===== config.mk =====
export PLATFORM = sky130hd
export DESIGN_NAME = one_wire_temperature_reader_core
export DESIGN_NICKNAME = d
export VERILOG_FILES = /design/src/hdl/owtr_pkg.sv /design/src/hdl/one_wire_temperature_reader_core.sv
export SDC_FILE = /design/constraint.sdc
export NUM_CORES = 1
export LEC_CHECK = 0
export BUFFER_PORTS_ARGS = -buffer_cell sky130_fd_sc_hd__buf_2
export CORE_ASPECT_RATIO = 1.25
export CORE_UTILIZATION = 50
export CTS_CLUSTER_DIAMETER = 100
export DETAILED_ROUTE_END_ITERATION = 12
export GPL_TIMING_DRIVEN = 0
export MAX_ROUTING_LAYER = met4
export PLACE_DENSITY = 0.67
export REMOVE_ABC_BUFFERS = 1
export SYNTH_ARGS = -nofsm -noshare
export SYNTH_HDL_FRONTEND = slang
export SYNTH_SLANG_ARGS = --single-unit

===== constraint.sdc =====
create_clock -name aclk -period 7 [get_ports aclk]
set_input_delay 1.4 -clock aclk [delete_from_list [all_inputs] [get_ports aclk]]
set_output_delay 1.4 -clock aclk [all_outputs]
set_load 0.01 [all_outputs]

===== src/hdl/owtr_pkg.sv =====
`default_nettype none
// ----------------------------------------------------------------------------
// owtr_pkg
// Phase codes, command bytes, register indexes and scaling constants for the
// one-wire temperature reader.
// ----------------------------------------------------------------------------
package owtr_pkg;

    // One-hot sequencer phases
    typedef enum logic [9:0] {
        PH_IDLE   = 10'b00_0000_0001,
        PH_RST    = 10'b00_0000_0010,
        PH_PRES   = 10'b00_0000_0100,
        PH_GAP    = 10'b00_0000_1000,
        PH_WSTART = 10'b00_0001_0000,
        PH_WHOLD  = 10'b00_0010_0000,
        PH_WREC   = 10'b00_0100_0000,
        PH_RSTART = 10'b00_1000_0000,
        PH_RSAMP  = 10'b01_0000_0000,
        PH_RREC   = 10'b10_0000_0000
    } phase_t;

    // Configuration register indexes
    typedef enum logic [2:0] {
        REG_RESET_LOW   = 3'd0,
        REG_PRES_TMO    = 3'd1,
        REG_GAP         = 3'd2,
        REG_START_LOW   = 3'd3,
        REG_WRITE_HOLD  = 3'd4,
        REG_READ_SAMPLE = 3'd5,
        REG_RECOVERY    = 3'd6,
        REG_TEMP_OFFSET = 3'd7
    } reg_index_t;

    // Bus command bytes
    localparam logic [7:0] CMD_SKIP_ROM   = 8'hCC;
    localparam logic [7:0] CMD_CONVERT    = 8'h44;
    localparam logic [7:0] CMD_READ_SCRATCH = 8'hBE;

    // Byte positions in the sequence
    localparam logic [2:0] BYTE_SECOND_RESET = 3'd2;
    localparam logic [2:0] BYTE_FIRST_READ   = 3'd4;
    localparam logic [2:0] BYTE_LAST_READ    = 3'd5;

    // raw * 6.25 hundredths of a degree, rounded half up: (raw*25 + 2) >> 2
    localparam logic [19:0] TEMP_MUL   = 20'd25;
    localparam logic [19:0] TEMP_ROUND = 20'd2;

    // Reset values of the registers
    localparam logic [15:0] RST_RESET_LOW   = 16'd480;
    localparam logic [15:0] RST_PRES_TMO    = 16'd5000;
    localparam logic [15:0] RST_GAP         = 16'd1000;
    localparam logic [15:0] RST_START_LOW   = 16'd1;
    localparam logic [15:0] RST_WRITE_HOLD  = 16'd68;
    localparam logic [15:0] RST_READ_SAMPLE = 16'd6;
    localparam logic [15:0] RST_RECOVERY    = 16'd48;
    localparam logic [11:0] RST_TEMP_OFFSET = 12'd750;

    // Command byte sent at a given byte position; read bytes start cleared
    function automatic logic [7:0] cmd_byte(input logic [2:0] idx);
        logic [7:0] b;
        case (idx)
            3'd0:    b = CMD_SKIP_ROM;
            3'd1:    b = CMD_CONVERT;
            3'd2:    b = CMD_SKIP_ROM;
            3'd3:    b = CMD_READ_SCRATCH;
            default: b = 8'h00;
        endcase
        return b;
    endfunction

endpackage
`default_nettype wire


===== src/hdl/one_wire_temperature_reader_core.sv =====
`default_nettype none
// ----------------------------------------------------------------------------
// one_wire_temperature_reader_core
// One-wire bus master that reads a temperature sensor. Each input item is one
// bus tick; each tick yields one result item with the bus drive level, status
// flags and, on the done tick, the scaled temperature (raw if not positive).
// ----------------------------------------------------------------------------
//
//  channel | ports                                   | direction | role
//  --------+-----------------------------------------+-----------+-----------------------
//  s_      | s_valid s_ready s_cmd s_bus_in           | in        | one tick per item
//  m_      | m_valid m_ready m_bus_drive_low ...      | out       | one result per tick
//  cfg_    | cfg_valid cfg_ready cfg_index cfg_data   | in        | timing/offset registers
//
// Cycles: one item per clock while m_ takes results. The sequencer state and
//   the temperature scaling sit between the state registers and one result
//   register, so a tick's result appears on m_ in the cycle after acceptance.
// Reset: aresetn clears the sequencer to idle and loads the register defaults.
// Stalls: s_ready stays high while the result register is empty or is being
//   emptied this cycle; a stalled m_ side holds its item and stops s_.
// cfg_ready is always high; a write takes effect in the cycle after cfg_valid.
// ----------------------------------------------------------------------------
module one_wire_temperature_reader_core #(
    parameter int COUNTER_WIDTH = 16
) (
    input  wire logic               aclk,
    input  wire logic               aresetn,

    input  wire logic               cfg_valid,
    output logic                    cfg_ready,
    input  wire logic [2:0]         cfg_index,
    input  wire logic [15:0]        cfg_data,

    input  wire logic               s_valid,
    output logic                    s_ready,
    input  wire logic               s_cmd,
    input  wire logic               s_bus_in,

    output logic                    m_valid,
    input  wire logic               m_ready,
    output logic                    m_bus_drive_low,
    output logic                    m_busy_res,
    output logic                    m_done_res,
    output logic                    m_presence_fail,
    output logic signed [18:0]      m_temperature
);

    localparam int CW = COUNTER_WIDTH;
    localparam logic [32:0] CMAX = (33'd1 << CW) - 33'd1;

    // Clamp a 16-bit tick register into the counter range; optionally force
    // a floor of one tick.
    function automatic logic [CW-1:0] lim(input logic [15:0] r, input logic floor_one);
        logic [32:0] w;
        w = 33'(r);
        if (floor_one && (r == 16'd0)) begin
            w = 33'd1;
        end
        if (w > CMAX) begin
            w = CMAX;
        end
        return w[CW-1:0];
    endfunction

    // ------------------------------------------------------------------
    // Configuration registers
    // ------------------------------------------------------------------
    logic [15:0] reset_low_reg, pres_tmo_reg, gap_reg, start_low_reg;
    logic [15:0] write_hold_reg, read_sample_reg, recovery_reg;
    logic [11:0] temp_offset_reg;

    assign cfg_ready = 1'b1;

    always_ff @(posedge aclk) begin
        if (!aresetn) begin
            reset_low_reg   <= owtr_pkg::RST_RESET_LOW;
            pres_tmo_reg    <= owtr_pkg::RST_PRES_TMO;
            gap_reg         <= owtr_pkg::RST_GAP;
            start_low_reg   <= owtr_pkg::RST_START_LOW;
            write_hold_reg  <= owtr_pkg::RST_WRITE_HOLD;
            read_sample_reg <= owtr_pkg::RST_READ_SAMPLE;
            recovery_reg    <= owtr_pkg::RST_RECOVERY;
            temp_offset_reg <= owtr_pkg::RST_TEMP_OFFSET;
        end else if (cfg_valid) begin
            case (owtr_pkg::reg_index_t'(cfg_index))
                owtr_pkg::REG_RESET_LOW:   reset_low_reg   <= cfg_data;
                owtr_pkg::REG_PRES_TMO:    pres_tmo_reg    <= cfg_data;
                owtr_pkg::REG_GAP:         gap_reg         <= cfg_data;
                owtr_pkg::REG_START_LOW:   start_low_reg   <= cfg_data;
                owtr_pkg::REG_WRITE_HOLD:  write_hold_reg  <= cfg_data;
                owtr_pkg::REG_READ_SAMPLE: read_sample_reg <= cfg_data;
                owtr_pkg::REG_RECOVERY:    recovery_reg    <= cfg_data;
                owtr_pkg::REG_TEMP_OFFSET: temp_offset_reg <= cfg_data[11:0];
                default: ;
            endcase
        end
    end

    // Clamped tick limits
    logic [CW-1:0] n_reset, n_pres, n_gap_raw, n_gap, n_start, n_hold, n_samp, n_rec;
    assign n_reset   = lim(reset_low_reg, 1'b1);
    assign n_pres    = lim(pres_tmo_reg, 1'b1);
    assign n_gap_raw = lim(gap_reg, 1'b0);
    assign n_gap     = lim(gap_reg, 1'b1);
    assign n_start   = lim(start_low_reg, 1'b1);
    assign n_hold    = lim(write_hold_reg, 1'b1);
    assign n_samp    = lim(read_sample_reg, 1'b0);
    assign n_rec     = lim(recovery_reg, 1'b1);

    // ------------------------------------------------------------------
    // Sequencer state
    // ------------------------------------------------------------------
    owtr_pkg::phase_t phase_reg, phase_next, phase_cur;
    logic [CW-1:0]    tick_reg, tick_next, tick_cur, tick_inc;
    logic [2:0]       bit_reg, bit_next, bit_inc;
    logic [2:0]       byte_reg, byte_next, byte_cur, byte_inc;
    logic [7:0]       shift_reg, shift_next;
    logic [7:0]       low_reg, low_next;
    logic             fail_reg, fail_next, fail_cur;

    logic             drive, busy, done;
    logic signed [18:0] temp;

    // Handshake: the result register parts the two sides
    logic accept;
    logic m_valid_reg;
    assign s_ready = !m_valid_reg || m_ready;
    assign accept  = s_valid && s_ready;

    // Temperature scaling from the two read bytes
    logic signed [15:0] raw;
    logic [19:0]        prod;
    logic [19:0]        rounded;
    logic signed [18:0] scaled_temp;
    assign raw         = {shift_reg, low_reg};
    assign prod        = 20'(raw[14:0]) * owtr_pkg::TEMP_MUL;
    assign rounded     = (prod + owtr_pkg::TEMP_ROUND) >> 2;
    assign scaled_temp = signed'(rounded[18:0])
                       + signed'({{7{temp_offset_reg[11]}}, temp_offset_reg});

    assign tick_inc = tick_cur + {{(CW-1){1'b0}}, 1'b1};
    assign bit_inc  = bit_reg + 3'd1;
    assign byte_inc = byte_cur + 3'd1;

    always_comb begin
        // Start a measurement from idle
        phase_cur = phase_reg;
        tick_cur  = tick_reg;
        byte_cur  = byte_reg;
        fail_cur  = fail_reg;
        if ((phase_reg == owtr_pkg::PH_IDLE) && s_cmd) begin
            phase_cur = owtr_pkg::PH_RST;
            tick_cur  = '0;
            byte_cur  = 3'd0;
            fail_cur  = 1'b0;
        end

        phase_next = phase_cur;
        tick_next  = tick_cur;
        bit_next   = bit_reg;
        byte_next  = byte_cur;
        shift_next = shift_reg;
        low_next   = low_reg;
        fail_next  = fail_cur;
        drive      = 1'b0;
        busy       = 1'b1;
        done       = 1'b0;
        temp       = '0;

        case (phase_cur)
            owtr_pkg::PH_IDLE: begin
                busy = 1'b0;
            end
            owtr_pkg::PH_RST: begin
                drive     = 1'b1;
                tick_next = tick_inc;
                if (tick_inc >= n_reset) begin
                    phase_next = owtr_pkg::PH_PRES;
                    tick_next  = '0;
                end
            end
            owtr_pkg::PH_PRES: begin
                tick_next = tick_inc;
                if (!s_bus_in || (tick_inc >= n_pres)) begin
                    // presence seen or timed out: flag a timeout, go on
                    if (s_bus_in) begin
                        fail_next = 1'b1;
                    end
                    tick_next = '0;
                    if (n_gap_raw == '0) begin
                        bit_next   = 3'd0;
                        shift_next = owtr_pkg::cmd_byte(byte_cur);
                        phase_next = owtr_pkg::PH_WSTART;
                    end else begin
                        phase_next = owtr_pkg::PH_GAP;
                    end
                end
            end
            owtr_pkg::PH_GAP: begin
                tick_next = tick_inc;
                if (tick_inc >= n_gap) begin
                    tick_next  = '0;
                    bit_next   = 3'd0;
                    shift_next = owtr_pkg::cmd_byte(byte_cur);
                    phase_next = owtr_pkg::PH_WSTART;
                end
            end
            owtr_pkg::PH_WSTART, owtr_pkg::PH_RSTART: begin
                drive     = 1'b1;
                tick_next = tick_inc;
                if (tick_inc >= n_start) begin
                    tick_next  = '0;
                    phase_next = (phase_cur == owtr_pkg::PH_WSTART) ?
                                 owtr_pkg::PH_WHOLD : owtr_pkg::PH_RSAMP;
                end
            end
            owtr_pkg::PH_WHOLD: begin
                drive     = !shift_reg[0];
                tick_next = tick_inc;
                if (tick_inc >= n_hold) begin
                    tick_next  = '0;
                    phase_next = owtr_pkg::PH_WREC;
                end
            end
            owtr_pkg::PH_RSAMP: begin
                if (tick_cur >= n_samp) begin
                    // sample the bus into the top bit, LSB first
                    shift_next = {s_bus_in, shift_reg[7:1]};
                    tick_next  = '0;
                    phase_next = owtr_pkg::PH_RREC;
                end else begin
                    tick_next = tick_inc;
                end
            end
            owtr_pkg::PH_WREC, owtr_pkg::PH_RREC: begin
                tick_next = tick_inc;
                if (tick_inc >= n_rec) begin
                    // close the slot
                    if (phase_cur == owtr_pkg::PH_WREC) begin
                        shift_next = {1'b0, shift_reg[7:1]};
                    end
                    bit_next  = bit_inc;
                    tick_next = '0;
                    if (bit_inc != 3'd0) begin
                        phase_next = (byte_cur < owtr_pkg::BYTE_FIRST_READ) ?
                                     owtr_pkg::PH_WSTART : owtr_pkg::PH_RSTART;
                    end else if (byte_cur >= owtr_pkg::BYTE_LAST_READ) begin
                        if (phase_cur == owtr_pkg::PH_RREC) begin
                            // last read bit: emit the temperature
                            done       = 1'b1;
                            temp       = (!raw[15] && (raw != 16'sd0)) ? scaled_temp
                                                                       : 19'(raw);
                            phase_next = owtr_pkg::PH_IDLE;
                            bit_next   = 3'd0;
                            byte_next  = 3'd0;
                        end
                    end else begin
                        if (byte_cur == owtr_pkg::BYTE_FIRST_READ) begin
                            low_next = shift_reg;
                        end
                        byte_next = byte_inc;
                        if (byte_inc == owtr_pkg::BYTE_SECOND_RESET) begin
                            phase_next = owtr_pkg::PH_RST;
                        end else begin
                            bit_next   = 3'd0;
                            shift_next = owtr_pkg::cmd_byte(byte_inc);
                            phase_next = (byte_inc < owtr_pkg::BYTE_FIRST_READ) ?
                                         owtr_pkg::PH_WSTART : owtr_pkg::PH_RSTART;
                        end
                    end
                end
            end
            default: begin
                phase_next = owtr_pkg::PH_IDLE;
                tick_next  = '0;
                busy       = 1'b0;
            end
        endcase
    end

    // Advance the sequencer once per accepted tick
    always_ff @(posedge aclk) begin
        if (!aresetn) begin
            phase_reg <= owtr_pkg::PH_IDLE;
            tick_reg  <= '0;
            bit_reg   <= '0;
            byte_reg  <= '0;
            shift_reg <= '0;
            low_reg   <= '0;
            fail_reg  <= 1'b0;
        end else if (accept) begin
            phase_reg <= phase_next;
            tick_reg  <= tick_next;
            bit_reg   <= bit_next;
            byte_reg  <= byte_next;
            shift_reg <= shift_next;
            low_reg   <= low_next;
            fail_reg  <= fail_next;
        end
    end

    // ------------------------------------------------------------------
    // Result register: load on accept, hold while m_ stalls
    // ------------------------------------------------------------------
    logic               drive_reg, busy_reg, done_reg, pfail_reg;
    logic signed [18:0] temp_reg;

    always_ff @(posedge aclk) begin
        if (!aresetn) begin
            m_valid_reg <= 1'b0;
        end else if (accept) begin
            m_valid_reg <= 1'b1;
        end else if (m_ready) begin
            m_valid_reg <= 1'b0;
        end
    end

    always_ff @(posedge aclk) begin
        if (accept) begin
            drive_reg <= drive;
            busy_reg  <= busy;
            done_reg  <= done;
            pfail_reg <= fail_next;
            temp_reg  <= temp;
        end
    end

    assign m_valid         = m_valid_reg;
    assign m_bus_drive_low = drive_reg;
    assign m_busy_res      = busy_reg;
    assign m_done_res      = done_reg;
    assign m_presence_fail = pfail_reg;
    assign m_temperature   = temp_reg;

endmodule
`default_nettype wire


Yosys cells after proc, flatten, opt, wreduce, memory -nomap -nowiden
Cells that the tools add are included.
Widths: inputs -> output; s select.
{"block": "op_classes", "add_sub_neg": 5, "mul": 1, "order_cmp": 16, "eq_ne": 30, "mux": 75, "n_bitwise": 5, "n_reduce_logical": 41}
{"op": "$mux 16", "n": 20}
{"op": "$gt 33x16->1 const B", "n": 6}
{"op": "$pmux 16 s8", "n": 1}
{"op": "$ge 16x16->1", "n": 7}
{"op": "$mux 10", "n": 11}
{"op": "$logic_not 16->1", "n": 6}
{"op": "$mux 8", "n": 12}
{"op": "$pmux 10 s8", "n": 1}
{"op": "$pmux 8 s3", "n": 2}
{"op": "$mux 3", "n": 14}
{"op": "$pmux 8 s4", "n": 1}
{"op": "$add 20x2->20 const B", "n": 1}
{"op": "$eq 10x1->1 const B", "n": 2}
{"op": "$mul 15x5->20 const B", "n": 1}
{"op": "$add 19x12->19", "n": 1}
{"op": "$mux 19", "n": 1}
{"op": "$eq 3x2->1 const B", "n": 6}
{"op": "$add 16x1->16 const B", "n": 1}
{"op": "$reduce_and 2->1", "n": 8}
{"op": "$reduce_bool 16->1", "n": 1}
{"op": "$eq 3x3->1 const B", "n": 5}
{"op": "$reduce_and 6->1", "n": 2}
{"op": "$eq 10x10->1 const B", "n": 1}
{"op": "$eq 10x2->1 const B", "n": 1}
{"op": "other kinds (31)", "n": 61}
{"block": "totals", "register_bits": 197, "in_bits": 26, "output_inout_bits": 26, "word_cells": 194}

Depth between registers and ports, before layout
{"block": "depth", "depth_word": 11, "mapped_depth": 28, "mapped_depth_nobuf": 24}

Least setup slack after synthesis
Ideal clock, no wire load.
{"block": "synth_path", "path_kind": "input to register", "start": "input port s_cmd", "end": "register shift_reg[2]", "setup_time_ns": 0.117, "arrival_ns": 5.547, "required_ns": 6.883, "slack_ns": 1.335, "path_stages": 22, "path_buffers": 2, "path_cell_list": "nand3_1 > clkbuf_1 > clkbuf_1 > and2_1 > ha_1 > nand3_1 > nor2_1 > and3_1 > nand3_1 > nor2_1 > nand2_1 > xnor2_1 > ha_1 > nand3_1 > o221ai_1 > a2111oi_0 > a21oi_1 > nor4_1 > a31oi_2 > nand3_1 > inv_1 > a32o_1"}
{"block": "synth_via", "elab_chain_len": 10, "word_cells_on_any_way": 45, "classes_between": "add/sub (2); order compare (5); eq/ne (16); mux (14); reduce/logical (8)"}
{"item": "start, declared", "line": "one_wire_temperature_reader_core.sv:36", "rtl": "input wire logic s_cmd,"}
{"item": "$logic_and 1x1->1 (*)", "line": "one_wire_temperature_reader_core.sv:151", "rtl": "if ((phase_reg == owtr_pkg::PH_IDLE) && s_cmd) begin"}
{"item": "branches (longest 9 deep; another with $add 16x1->16)"}
{"item": "end signal, assigned", "line": "one_wire_temperature_reader_core.sv:296", "rtl": "shift_reg <= shift_next;"}
{"item": "end, declared", "line": "one_wire_temperature_reader_core.sv:117", "rtl": "logic [7:0] shift_reg, shift_next;"}
Every way passes the cells marked *. The select of a mux whose other input is x is not followed.
A chain may end at the register's enable or synchronous reset.

Final worst setup path
{"block": "layout_path", "start": "input port s_cmd", "end": "register tick_reg[15]"}
{"block": "layout_via", "elab_chain_len": 7, "word_cells_on_any_way": 32, "classes_between": "add/sub (1); order compare (7); eq/ne (10); mux (10); reduce/logical (4)"}
{"item": "$logic_and 1x1->1 (*)", "line": "one_wire_temperature_reader_core.sv:151"}
{"item": "$mux 16", "line": "one_wire_temperature_reader_core.sv:151"}
{"item": "$add 16x1->16", "line": "one_wire_temperature_reader_core.sv:141", "rtl": "assign tick_inc = tick_cur + {{(CW-1){1'b0}}, 1'b1};"}
{"item": "$ge 16x16->1", "line": "one_wire_temperature_reader_core.sv:184", "rtl": "if (!s_bus_in || (tick_inc >= n_pres)) begin"}
{"item": "$logic_or 1x1->1", "line": "one_wire_temperature_reader_core.sv:184"}
{"item": "$mux 16", "line": "one_wire_temperature_reader_core.sv:184"}
{"item": "$pmux 16 s8 (*)", "line": "one_wire_temperature_reader_core.sv:170", "rtl": "case (phase_cur)"}
{"item": "end signal, assigned", "line": "one_wire_temperature_reader_core.sv:293", "rtl": "tick_reg <= tick_next;"}
{"item": "end, declared", "line": "one_wire_temperature_reader_core.sv:114", "rtl": "logic [CW-1:0] tick_reg, tick_next, tick_cur, tick_inc;"}
Mark *: on every way between the ends. The rest lies on a longest branch, timed or not.

==> summary.md <==
| Metric | Value |
|---|---|
| Status | completed |
| Leak pwr | 6.79 nW |
| Final WL | 38000 microns |
| PortBufs | 50 |
| Main synth FF type | dfxtp_1 |
| Fin Clk Skew | 0.0153 ns |
| Power per cell area | 160 nW/um^2 |
| Routed WL per cell | 17.9 microns |
| Mean area per synthesized cell | 7.94 sq um |
| Crit path launch type | primary input |
| Count of cell types in the netlist | between 80 and 90 |
| Max-slew violations | 0 |
| Reg2Reg Depth | 20 |
| Layout cells sized above 1 | 0.0712 |
| Crit path max fanout | 21 |
| Post-Syn Instances | 1756 |
| Inst Count DP | around 2100 |
| Initial core utilization | 0.507 |
| Fin crit share | 0.935 |
| Power share of the sequential group | 0.490 |
| # rows | 68 |
| Sw power | 0.000629 W |
| Combinational fraction of design power | 0.085 |
| Largest net degree at the start of global routing | 69 |
| Vias in the first global route | 11592 |
| Crit-path slowest cell | xnor2_2 |
| Post-Syn Area | 13900 sq um |
| Worst VDD drop | roughly 0.16 mV |
| Internal power | between 0.0015 and 0.002 W |
| First-iteration detailed-routing DRC count | 647 |
| Number of synthesized register bits | 197 |
| HPWL after detailed placement | 27800 microns |
| Setup TNS | 0 ns |
| Slew margin rel. | 0.165 |
| First-pass GRT wire length | 59800 microns |
| Setup CP Type | in2reg |
| Inserted Clock Buffers | 17 |
| Gp weighted congestion | 0.908 |
| Area grow syn2layout | 7.87% |
| RSZ-0062 raised after global routing | false |
| Ys Warns | 0 |
| Crit path time final | 6.54 ns |
| CTS tree | done |
| CP max stage delay | about 0.5 ns |
| Top-Level Pins | 52 |
| Clock H-tree levels | 4 |
| Final non-filler cell total | 2120 |
| Layout Nets | 1989 |
| Type of the most critical hold path | reg2reg |
| Cts-stage hold buffer count | 0 |
| Die Y | around 190 microns |
| Vias post-DR | 12202 |
| Antenna Violating Nets Remaining | 0 |
| Crit path to | tick_reg[15] |
| Clock root cell | clkbuf_16 |
| Data required, critical path | 7.38 ns |
| Antenna Cells | 0 |
| Final core utilization | 0.547 |
| Arr. time, crit path | 6.92 ns |
| Post-route DRC violation count | 0 |
| Final setup viols | 0 |
| Async SR Flop Fraction | 0 |
| Die Area | 28600 sq um |
| DR pass1 iterations | 5 |
| Initial antenna violation count | 0 |
| Top achievable clock speed | 0.153 GHz |
| GRT overflow | 0 |
| Least-Margin Pin Slew | 1.24 ns |
| Reg2reg start | phase_reg[4] |
| Clock power share | 0.425 |
| Worst path cell trace | buf_2 > nand3_2 > nand2_1 > clkinvlp_4 > ha_1 > nand3_1 > nor2_1 > and3_1 > nand3_1 > nor2_1 > nand2_1 > xnor2_2 > ha_1 > nand3_1 > o221ai_1 > a2111oi_0 > a21oi_1 > nor4_1 > a31oi_2 > nand2_1 > and3_1 > a22o_1 |
| CTS clk-pin slew, worst paths | 0.07 ns |
| Max Cap Violations | 0 |
| Critical path origin | s_cmd |
| Critical path endpoint category | flop |
| Die W | about 150 microns |
| Vias per cell | 5.76 |
| Worst skew pair latency | 0.44 ns |
| Post-synth EDFFs | 23 |
| Total power draw | approximately 0.0024 W |
| Worst reg2reg path endpoint | tick_reg[15] |
| Sw frac | 0.261 |
| Reg2Reg Setup Slack | 0.57 ns |
| Total GRT Usage | 0.281 |
| Post-synthesis sequential area ratio | 0.299 |
| Hold Vio Cnt, Final | 0 |
| Max reg flops | 19 |
| CTS sink count | ~200 |
| Clk buf depth | 2 |
| Core area | 27500 sq um |
-- critical path, delay by kind of cell --
family / cells / cell delay [ns]
and+or+nand+nor: 12 / 2.78
adders and majority gates: 2 / 0.61
xor gates and xnor gates: 1 / 0.50
buffers and inverters: 2 / 0.42
AOI/OAI and AO/OA: 5 / 1.17
-- power groups by stage --
stage	Sequential (W)	Clock [W]	Combinational, W
CTS	0.00118	0.00104	0.000202
floorplan	0.00121	0	0.000110
detailed placement	0.00121	0	0.000201
global route	0.00119	0.00108	0.000227
finish	0.00118	0.00102	0.000206
global placement	0.00121	0	0.000194
-- Yosys cell counts (17+ instances only) --
library cell	instances	share of area
and2_1	18	0.0081
mux2i_1	20	0.014
nand4_1	17	0.0076
nor4_1	22	0.0099
a21o_1	38	0.020
dfxtp_1	174	0.25
o211ai_1	32	0.017
edfxtp_1	23	0.050
nand3_1	51	0.018
nor2_1	78	0.021
a21oi_1	171	0.061
xnor2_1	30	0.019
clkbuf_1	46	0.012
nand2_1	332	0.089
inv_1	188	0.051
nor3_1	31	0.011
ha_1	196	0.18
o21ai_0	53	0.019
-- what timing repair did --
| action | in CTS | in global routing |
|---|---|---|
| resized for setup | 4 | 4 |
| buffers inserted | 0 | 0 |
| pin swaps | 0 | 0 |
| setup endpoints to repair | 42 | 36 |
-- routing by layer --
| layer | vias up | routed length (microns) | track usage |
|---|---|---|---|
| li1 | 6062 | - | - |
| met1 | 5747 | 15900 | 0.327 |
| met2 | 298 | 18700 | 0.475 |
| met3 | 95 | 1800 | 0.0387 |
| met4 | 0 | 1590 | 0.124 |
| met5 | - | 0 | - |
-- per-stage QoR --
step | setup WS (ns) | hold WS, ns | area [sq um]
2_1_floorplan | 1.39 | 0.426 | 13600
3_3_place_gp | -0.764 | 0.438 | 14300
3_5_place_dp | -0.816 | 0.447 | 14400
4_1_cts | 0.0341 | 0.457 | 15000
5_1_grt | 0.0588 | 0.474 | 15000
6_report | 0.458 | 0.455 | 15000
-- layout by cell type, fill, tap and decap left out, types with 7 or more instances in the layout --
cell type,synthesis,routed
a21o_1,38,38
edfxtp_1,23,23
fa_1,10,10
dfxtp_1,174,174
a22o_1,8,8
buf_2,8,50
and4_1,7,7
or2_2,9,10
o211ai_1,32,32
and3_1,13,13
ha_1,196,196
nor4_1,22,22
nor2b_1,14,14
a211oi_1,7,7
o21ai_0,53,52
a21oi_1,171,171
clkbuf_16,0,17
nand2b_1,14,14
nor2_1,78,76
a31oi_1,8,8
nand2_1,332,332
and2_1,18,18
xnor2_1,30,27
xor2_1,15,15
nor3_1,31,29
nand3_1,51,50
mux2i_1,20,20
nand4_1,17,17
inv_1,188,185
-- cell families (layout without fill, tap and decap cells) --
| logic type | after synthesis | after routing | synth area share |
|---|---|---|---|
| AOI/OAI and AO/OA | 391 | 391 | 0.179 |
| muxes | 20 | 20 | 0.0144 |
| and+or+nand+nor | 632 | 632 | 0.211 |
| other | 1 | 1 | 0.000269 |
| buffers and inverters | 264 | 278 | 0.0772 |
| DFF | 197 | 197 | 0.299 |
| adders and majority gates | 206 | 206 | 0.190 |
| xor gates and xnor gates | 45 | 45 | 0.0283 |
-- worst min-delay path by stage --
| stage | startpoint | cells after the start | to |
|---|---|---|---|
| floorplan | byte_reg[0] | 2 | byte_reg[0] |
| global placement | byte_reg[0] | 2 | byte_reg[0] |
| detailed placement | byte_reg[0] | 2 | byte_reg[0] |
| CTS | n_samp[14] | 2 | n_samp[14] |
| global route | n_samp[11] | 2 | n_samp[11] |
| finish | n_samp[14] | 2 | n_samp[14] |
-- area by class of cell --
cell class	count	area (sq um)
clock buffer	20	457
clock inverter	12	141
fill	2619	12400
inverter	190	729
multi-input combinational	1295	8740
sequential	197	4170
tap	350	438
timing repair buffer	56	354
No activity file was read; power rests on OpenSTA's default activity.
